<file path="src/sv/b64d_pkg.sv">
// Shared types, constants and the character map of the base64 stream decoder.
package b64d_pkg;

  localparam logic [7:0] SYM_SKIP = 8'd255;
  localparam logic [6:0] SYM_PAD  = 7'd64;
  localparam logic [1:0] QUAD_LAST = 2'd3;

  typedef enum logic [1:0] {
    STATUS_OK         = 2'd0,
    STATUS_BAD_PAD    = 2'd1,
    STATUS_INCOMPLETE = 2'd2
  } status_code_t;

  typedef struct packed {
    logic [7:0] in_char;
    logic       end_of_input;
  } b64d_in_t;

  typedef struct packed {
    logic [7:0] out_byte;
    logic       is_status;
    logic [1:0] status_code;
    logic       last_result;
  } b64d_out_t;

  // One queued job: up to three decoded bytes and an optional status result.
  typedef struct packed {
    logic [2:0][7:0] bytes;
    logic [1:0]      nbytes;
    logic            has_status;
    status_code_t    status;
  } b64d_job_t;

  typedef struct packed {
    logic      push;
    b64d_job_t job;
  } b64d_push_t;

  typedef struct packed {
    logic full;
    logic empty;
  } b64d_qstat_t;

  // Map an ASCII byte onto its 6-bit symbol, the pad symbol, or SYM_SKIP.
  function automatic logic [7:0] map_char(input logic [7:0] ch);
    logic [7:0] sym;
    sym = SYM_SKIP;
    if (ch >= 8'd65 && ch <= 8'd90) begin
      sym = ch - 8'd65;
    end else if (ch >= 8'd97 && ch <= 8'd122) begin
      sym = ch - 8'd71;
    end else if (ch >= 8'd48 && ch <= 8'd57) begin
      sym = ch + 8'd4;
    end else if (ch == 8'd43) begin
      sym = 8'd62;
    end else if (ch == 8'd47) begin
      sym = 8'd63;
    end else if (ch == 8'd61) begin
      sym = {1'b0, SYM_PAD};
    end
    return sym;
  endfunction

endpackage

</file>
<file path="src/sv/b64d_front.sv">
// Front end: maps characters, collects quartets and builds output jobs.
module b64d_front import b64d_pkg::*; (
  input  logic        clk,
  input  logic        rst,
  input  logic        accept,
  input  b64d_in_t    in_data,
  output b64d_push_t  push
);

  logic [2:0][6:0] pend;
  logic [1:0]      cnt;
  logic [1:0]      cnt_next;
  logic            perr;
  logic            perr_next;
  logic [7:0]      sym;
  logic            take;
  logic [6:0]      a, b, c, d;
  b64d_job_t       job;

  always_comb begin
    sym       = map_char(in_data.in_char);
    take      = !perr && (sym != SYM_SKIP);
    a         = pend[0];
    b         = pend[1];
    c         = pend[2];
    d         = sym[6:0];
    cnt_next  = cnt;
    perr_next = perr;
    job.bytes[0]   = {a[5:0], b[5:4]};
    job.bytes[1]   = {b[3:0], c[5:2]};
    job.bytes[2]   = {c[1:0], d[5:0]};
    job.nbytes     = 2'd0;
    job.has_status = in_data.end_of_input;
    job.status     = STATUS_OK;
    if (take) begin
      if (cnt != QUAD_LAST) begin
        cnt_next = cnt + 2'd1;
      end else begin
        cnt_next = 2'd0;
        if (a == SYM_PAD || b == SYM_PAD || (c == SYM_PAD && d != SYM_PAD)) begin
          perr_next = 1'b1;
        end else if (c == SYM_PAD) begin
          job.nbytes = 2'd1;
        end else if (d == SYM_PAD) begin
          job.nbytes = 2'd2;
        end else begin
          job.nbytes = 2'd3;
        end
      end
    end
    if (in_data.end_of_input) begin
      if (perr_next) begin
        job.status = STATUS_BAD_PAD;
      end else if (cnt_next != 2'd0) begin
        job.status = STATUS_INCOMPLETE;
      end
      // start a new run
      cnt_next  = 2'd0;
      perr_next = 1'b0;
    end
    push.job  = job;
    push.push = accept && (job.nbytes != 2'd0 || job.has_status);
  end

  always_ff @(posedge clk) begin
    if (rst) begin
      cnt  <= 2'd0;
      perr <= 1'b0;
    end else if (accept) begin
      cnt  <= cnt_next;
      perr <= perr_next;
    end
  end

  always_ff @(posedge clk) begin
    if (accept && take && cnt != QUAD_LAST) begin
      pend[cnt] <= d;
    end
  end

endmodule

</file>
<file path="src/sv/b64d_queue.sv">
// Job queue between the front end and the result sequencer.
module b64d_queue import b64d_pkg::*; #(
  parameter int DEPTH = 4
) (
  input  logic        clk,
  input  logic        rst,
  input  b64d_push_t  push,
  input  logic        pop,
  output b64d_job_t   head,
  output b64d_qstat_t stat
);

  localparam int PTR_W = (DEPTH > 1) ? $clog2(DEPTH) : 1;
  localparam int CNT_W = $clog2(DEPTH + 1);

  b64d_job_t        mem [DEPTH];
  logic [PTR_W-1:0] wr_ptr;
  logic [PTR_W-1:0] rd_ptr;
  logic [CNT_W-1:0] count;
  logic             do_push;
  logic             do_pop;

  assign stat.full  = (count == CNT_W'(DEPTH));
  assign stat.empty = (count == '0);
  assign do_push    = push.push && !stat.full;
  assign do_pop     = pop && !stat.empty;
  assign head       = mem[rd_ptr];

  always_ff @(posedge clk) begin
    if (do_push) begin
      mem[wr_ptr] <= push.job;
    end
  end

  always_ff @(posedge clk) begin
    if (rst) begin
      wr_ptr <= '0;
      rd_ptr <= '0;
      count  <= '0;
    end else begin
      if (do_push) begin
        wr_ptr <= (wr_ptr == PTR_W'(DEPTH - 1)) ? '0 : wr_ptr + PTR_W'(1);
      end
      if (do_pop) begin
        rd_ptr <= (rd_ptr == PTR_W'(DEPTH - 1)) ? '0 : rd_ptr + PTR_W'(1);
      end
      if (do_push && !do_pop) begin
        count <= count + CNT_W'(1);
      end else if (do_pop && !do_push) begin
        count <= count - CNT_W'(1);
      end
    end
  end

endmodule

</file>
<file path="src/sv/b64d_back.sv">
// Back end: walks each queued job and issues one result per cycle while out_stall is low.
module b64d_back import b64d_pkg::*; (
  input  logic        clk,
  input  logic        rst,
  input  b64d_job_t   head,
  input  b64d_qstat_t stat,
  output logic        pop,
  output logic        out_valid,
  input  logic        out_stall,
  output b64d_out_t   out_data
);

  logic [1:0] idx;
  logic [2:0] total;
  logic       load;
  logic       last_of_job;
  b64d_out_t  res;

  always_comb begin
    total       = {1'b0, head.nbytes} + {2'b00, head.has_status};
    last_of_job = ({1'b0, idx} + 3'd1) == total;
    load        = !stat.empty && (!out_valid || !out_stall);
    pop         = load && last_of_job;
    res         = '0;
    if (idx < head.nbytes) begin
      case (idx)
        2'd0:    res.out_byte = head.bytes[0];
        2'd1:    res.out_byte = head.bytes[1];
        default: res.out_byte = head.bytes[2];
      endcase
    end else begin
      res.is_status   = 1'b1;
      res.status_code = head.status;
      res.last_result = 1'b1;
    end
  end

  always_ff @(posedge clk) begin
    if (rst) begin
      out_valid <= 1'b0;
      idx       <= 2'd0;
    end else begin
      if (!out_valid || !out_stall) begin
        out_valid <= !stat.empty;
      end
      if (load) begin
        idx <= last_of_job ? 2'd0 : idx + 2'd1;
      end
    end
  end

  always_ff @(posedge clk) begin
    if (load) begin
      out_data <= res;
    end
  end

endmodule

</file>
<file path="src/sv/base64_stream_decoder_top.sv">
// Top level of the streaming base64 decoder.
//
// Input channel (in_valid / in_stall / in_data): one ASCII character per
// transaction, with end_of_input marking the last character of a run.
// Characters outside the base64 alphabet are dropped; '=' is padding.
// Output channel (out_valid / out_stall / out_data): one result per
// transaction, either a decoded byte (is_status = 0) or the final status of
// a run (is_status = 1, last_result = 1, status_code ok / bad pad / incomplete).
//
// Throughput: one character per cycle while in_stall is low, one result per
// cycle at the output while out_stall is low. A quartet of four characters
// gives at most three bytes, so the stream runs at full rate; each end_of_input
// adds one status result. The front end decodes a completed quartet in the
// accepting cycle and writes a job into the queue; the back end loads one
// result of the head job per cycle into the output register while the
// receiver does not stall.
// Back pressure: when the receiver stalls, the output register holds its
// result; the queue fills and in_stall rises once it holds QUEUE_DEPTH jobs.
// Reset (rst, synchronous): clears the quartet count, the padding error,
// the queue and the output valid; a new run starts with the next character.
module base64_stream_decoder_top import b64d_pkg::*; #(
  parameter int QUEUE_DEPTH = 4
) (
  input  logic      clk,
  input  logic      rst,
  input  logic      in_valid,
  output logic      in_stall,
  input  b64d_in_t  in_data,
  output logic      out_valid,
  input  logic      out_stall,
  output b64d_out_t out_data
);

  b64d_push_t  push;
  b64d_job_t   head;
  b64d_qstat_t stat;
  logic        accept;
  logic        pop;

  // hold input while the job queue is full
  assign in_stall = stat.full;
  assign accept   = in_valid && !in_stall;

  b64d_front u_front (
    .clk     (clk),
    .rst     (rst),
    .accept  (accept),
    .in_data (in_data),
    .push    (push)
  );

  b64d_queue #(
    .DEPTH (QUEUE_DEPTH)
  ) u_queue (
    .clk  (clk),
    .rst  (rst),
    .push (push),
    .pop  (pop),
    .head (head),
    .stat (stat)
  );

  b64d_back u_back (
    .clk       (clk),
    .rst       (rst),
    .head      (head),
    .stat      (stat),
    .pop       (pop),
    .out_valid (out_valid),
    .out_stall (out_stall),
    .out_data  (out_data)
  );

endmodule

</file>
<file path="config.mk">
export PLATFORM = sky130hd
export DESIGN_NAME = base64_stream_decoder_top
export DESIGN_NICKNAME = d
export VERILOG_FILES = /design/src/sv/b64d_pkg.sv /design/src/sv/b64d_front.sv /design/src/sv/b64d_queue.sv /design/src/sv/b64d_back.sv /design/src/sv/base64_stream_decoder_top.sv
export SDC_FILE = /design/constraint.sdc
export NUM_CORES = 1
export LEC_CHECK = 0
export BUFFER_PORTS_ARGS = -buffer_cell sky130_fd_sc_hd__buf_2
export CELL_PAD_IN_SITES_DETAIL_PLACEMENT = 0
export CELL_PAD_IN_SITES_GLOBAL_PLACEMENT = 1
export CORE_MARGIN = 4
export CORE_UTILIZATION = 45
export CTS_CLUSTER_DIAMETER = 40
export DETAILED_ROUTE_END_ITERATION = 12
export HOLD_SLACK_MARGIN = 0.1
export PLACE_DENSITY_LB_ADDON = 0.1
export SLEW_MARGIN = 10
export SYNTH_ARGS = -nofsm -noshare
export SYNTH_HDL_FRONTEND = slang
export SYNTH_HIERARCHICAL = 1
export SYNTH_SLANG_ARGS = --single-unit
export TNS_END_PERCENT = 100
</file>
<file path="constraint.sdc">
create_clock -name clk -period 5.8 [get_ports clk]
set_input_delay 0.29 -clock clk [delete_from_list [all_inputs] [get_ports clk]]
set_output_delay 0.29 -clock clk [all_outputs]
set_load 0.005 [all_outputs]
</file>
### Word level (Yosys, flattened, before mapping)

Memory sizes are Yosys's and may differ from the RTL's. A register that Yosys moved wholly into a read port is not among the register bits.
Index checks and enable logic that the tools add are counted.

| storage, ports and cells | value |
|---|---|
| flip-flop bits (word level) | 46 |
| RAM bits | 116 |
| output and inout bits | 14 |
| word-level logic and storage cells | 117 |
| memories | 1 |

| cells by class | value |
|---|---|
| add/sub/neg operators | 11 |
| $lt $le $gt $ge | 9 |
| eq/ne operators | 15 |
| mux-type cells | 35 |
| reductions and logical operators | 32 |

Memories:

| memory | depth | width | rd ports | clocked after Yosys merged registers in | wr ports | line | source |
|---|---|---|---|---|---|---|---|
| u_queue.mem | 4 | 29 | 1 | 1 | 1 | b64d_queue.sv:16 | `b64d_job_t mem [DEPTH];` |

Operator list:

| operator | count |
|---|---|
| $mux W8 | 6 |
| $mux W2 | 15 |
| $eq A7 B7 Y1 const B | 4 |
| $eq A8 B6 Y1 const B | 3 |
| $bwmux W21 | 1 |
| $ge A8 B7 Y1 const B | 2 |
| $le A8 B7 Y1 const B | 2 |
| $logic_and A1 B1 Y1 | 16 |
| $pmux W8 S2 | 1 |
| $sub A8 B7 Y8 const B | 2 |
| $demux W7 S2 | 1 |
| $add A2 B1 Y2 const B | 4 |
| $add A8 B3 Y8 const B | 1 |
| $ge A8 B6 Y1 const B | 1 |
| $le A8 B6 Y1 const B | 1 |
| $ne A8 B8 Y1 const B | 1 |
| $logic_not A1 Y1 | 7 |
| $mux W1 | 7 |
| $mux W7 | 1 |
| $ne A7 B7 Y1 const B | 1 |
| $mux W3 | 2 |
| $reduce_bool A2 Y1 | 3 |
| $eq A2 B2 Y1 const B | 2 |
| $logic_or A1 B1 Y1 | 4 |
| other kinds (14) | 14 |

### Logic depth before layout (Yosys ltp)

| logic depth | value |
|---|---|
| depth after elaboration | 21 |
| gate-level depth with buffers | 21 |
| gate-level depth less buffers | 17 |

### Hierarchy

Netlist, hierarchy kept.

Modules (own cells, without submodules):

| module | instances | cells an instance | area each (sq um) | sequential area each (sq um) |
|---|---|---|---|---|
| b64d_queue | 1 | 201 | 4,673.2 | 3,663.5 |
| b64d_front | 1 | 203 | 2,000.7 | 690.7 |
| b64d_back | 1 | 70 | 764.5 | 390.4 |
| base64_stream_decoder_top | 1 | 1 | 13.8 | 0.0 |

### Worst setup path before layout

OpenSTA, ideal clock, no wires.

| timing path | value |
|---|---|
| path type | input -> register |
| from | input port in_data[3] (netlist name) |
| to | register u_queue.count[2] |
| setup time | 0.070 ns |
| data arrival time | 4.291 ns |
| required time | 5.730 ns |
| slack | 1.439 ns |
| cell stages on the path | 20 |
| buffers on the path | 3 |
| path through | buf_2 inv_1 ha_1 clkbuf_1 a21o_1 a31oi_2 buf_6 o211ai_4 a2111o_1 nor4b_4 nor3b_1 nor3b_1 inv_1 nor2_2 ha_1 inv_1 fa_1 xor2_1 or3_2 a21oi_1 |

RTL lines:

| item | line | source |
|---|---|---|
| from (decl) | base64_stream_decoder_top.sv:28 | `input b64d_in_t in_data,` |
| to (signal assigned) | b64d_queue.sv:48 | `count <= count + CNT_W'(1);` |
| to (signal assigned) | b64d_queue.sv:50 | `count <= count - CNT_W'(1);` |
| to (decl) | b64d_queue.sv:19 | `logic [CNT_W-1:0] count;` |

==> results by group <==
Outcome
  – Run status: complete, no violations

Clock tree
  – Clk sinks: 163
  – Cts repair resizes: 0
  – H-tree levels: 4
  – Longest Clk Path Bufs: 2
  – Setup bufs post-CTS: 0
  – Clk Latency, worst-skew pair: about 420 ps
  – CTS buffer count: 17
  – CTS tree: yes
  – Hold-fix buffers at CTS: 0
  – Clock slew at reported path FFs: 60 ps
  – Clock root buffer: clkbuf_16

Yosys
  – Area leader, netlist: edfxtp_1
  – Mapped Area: 0.007452 mm^2
  – FF+latch count, synth: 163
  – Synth warn: 6
  – Post-synth net total: 513
  – Area contributors post-synth: edfxtp_1 60%, mux4_2 8.8%, dfxtp_1 4.0%, ha_1 4.0%, buf_4 2.7%
  – Ys flop type: edfxtp_1
  – Post-synth cell types: 71
  – Seq/Total Area, Yosys: 63.67%
  – Avg Cell Area, Syn: 15.69 um^2
  – Async set-or-reset flop fraction in the synthesized netlist: 0%
  – Synth top area share: 59.64%
  – Post-synth EDFFs: 148
  – Synthesized instance count: 475

Route
  – DR vias: 3,984
  – Remaining DRCs: 0
  – DRT iter0 DRCs: approximately 260
  – Number of iterations in the first detailed-routing pass: 5
  – Via density per instance: 5.619
  – Final WL: ~15,000 um
  – Antenna-violating nets left: 0
  – WL/cell: roughly 21 um

Global route
  – Gr usage total: 16.79%
  – Initial antenna violation count: 0
  – Total grt overflow: 0
  – First-pass GRT wire length: 23,050 um
  – Largest net degree at the start of global routing: 30
  – Vias in the first global route: 3,990

STA
  – Fin. max-slew vios: 0
  – Period utilization: between 70% and 80%
  – Fin. Hold Viols: 0
  – Fmax: between 0.2 and 0.25 GHz
  – Slew @ Worst Pin: 1102 ps
  – RSZ-0062 raised after global routing: false
  – Clock Skew: 10.03 ps
  – Worst slew margin: between 20% and 30%
  – Setup Total Neg Slack: 0 ps
  – Tmin final: 4400 ps
  – Setup violators final: 0

Critical path
  – Crit path cell chain: buf_2 > inv_1 > ha_1 > a21o_1 > a31oi_2 > o211ai_4 > a2111o_1 > nor4b_4 > nor3b_1 > nor3b_1 > buf_4 > inv_1 > nor2_2 > ha_1 > inv_1 > fa_1 > xor2_1 > or3_2 > a21oi_1
  – CP Capture Type: register
  – CP max stage cell: a31oi_2
  – Critical path peak fanout: 13
  – Arrival time at the worst endpoint: 4750 ps
  – Critical Path RT: around 6000 ps
  – Type of origin of the critical path: input pin
  – Worst path most repeated cell: inv_1
  – WS Path Type: input pin to register
  – Max incr delay on CP: 570 ps

Flow run
  – Max-cap violations: 0

Placement
  – DP HPWL: around 10000 um
  – # port buffers: 26
  – GP Congestion: around 0.84

Floorplan
  – # rows: 46
  – Total Die Area: 0.01868 mm^2
  – Die Ht: between 100 and 150 um
  – IO Pins: 27
  – Die Wd: 136.7 um
  – Initial core utilization: 46.41%
  – Area of the core: ~0.016 mm^2

Cells and area
  – Fillers: between 1,000 and 1,500
  – Most common cell after layout, fill and taps aside: edfxtp_1
  – Area Growth Syn to Fin: 9.688%
  – # diodes: 0
  – Fin nets: 518
  – Most frequent cells in the layout: 148 x edfxtp_1, 29 x mux4_2, 26 x buf_2, 24 x ha_1, 22 x inv_1
  – Layout cells sized above 1: 23.33%
  – Fin util: between 50% and 60%

Pwr
  – Power Density: 398.3 mW/mm^2
  – Leakage Power: 0.002721 uW
  – Worst VDD drop: 0.0002041 V

Worst hold path
  – Hold Crit Class: input pin to register
[Yosys cell counts, types with 5 or more instances]
master    count
a21oi_1      21
a22oi_1       8
a32oi_1       5
and2_1        6
buf_2         7
buf_4        27
buf_6         5
clkbuf_1      7
dfxtp_1      15
edfxtp_1    148
ha_1         24
inv_1        22
mux4_2       29
nand2_1      20
nand3_1       7
nand3b_1      5
nor2_1       11
nor3_1        8
nor3b_1       5
o211ai_1      7
o21ai_0       7
[sequential cells by signal, indices dropped and copies added, names as in the netlist, 3 cells and up, named ones only]
| signal | count |
|---|---|
| u_queue/mem | 116 |
| u_front/c | 7 |
| u_front/a | 7 |
| u_back/out_data | 11 |
| u_front/b | 7 |
| u_queue/count | 3 |
[cells by family after synthesis]
kind of cell	share of synthesized area (%)
fa+ha+maj	4.298
mux	9.033
buf+inv	5.591
flops	63.67
compound gates	7.572
simple gates	9.134
xor+xnor	0.7052
[final timing paths]
check                                 startpoint               end  slack, ps  depth (start not counted)
worst max-delay path                  in_data[3]  u_queue/count[2]       1400                         19
worst min-delay path                   out_stall  u_back/out_valid        150                          3
worst max register to register          register  u_queue/count[2]       1850                         13
worst min register to register  u_back/out_valid  u_back/out_valid        490                          2
[metal layers]
metal  share of wire (%)  vias up  global-route usage (%)
met5                   0        -                       0
met4                 1.3        0                   5.207
met3                 3.7       18                   3.419
met2                  48      102                   25.99
met1                  47     2013                   24.06
li1                    -     1851                       -
[metrics by stage]
step	cell area, um^2	setup WS (ps)	std cells	hold WS (ps)	total power [uW]
final	8174	1400	709	149.5	3256
after global routing	8174	1122	709	159.2	3433
after CTS	8174	1432	709	136.7	3302
after detailed placement	7581	990.7	677	484.6	2188
after global placement	7581	1040	677	474.2	2180
after floorplan	7452	1439	475	359.1	1994
[final cells by class]
class                      count  area [um^2]  share of cell area (%)
multi-input combinational    242         2291                   28.03
tap                          216        270.3                   3.306
clock inverter                13        160.2                   1.959
clock buffer                  19        432.9                   5.296
sequential                   163         4746                   58.06
timing repair buffer          33        182.7                   2.235
inverter                      23        91.34                   1.117
[report_power, final]
group	leakage [uW]	internal (uW)	switching, uW
Sequential	0.00145	1450	67.4
Clock	0.000289	677	432
Combinational	0.000978	264	366
[worst max-delay path: cells and delay by family]
family | cells | cell delay (ps)
buffers and inverters | 5 | 650
XOR/XNOR | 1 | 160
AND/OR/NAND/NOR | 5 | 1170
AO/OA/AOI/OAI | 5 | 1590
adder cells (fa/ha/maj) | 3 | 880
Note: power is estimated with default switching activity, not from simulation.
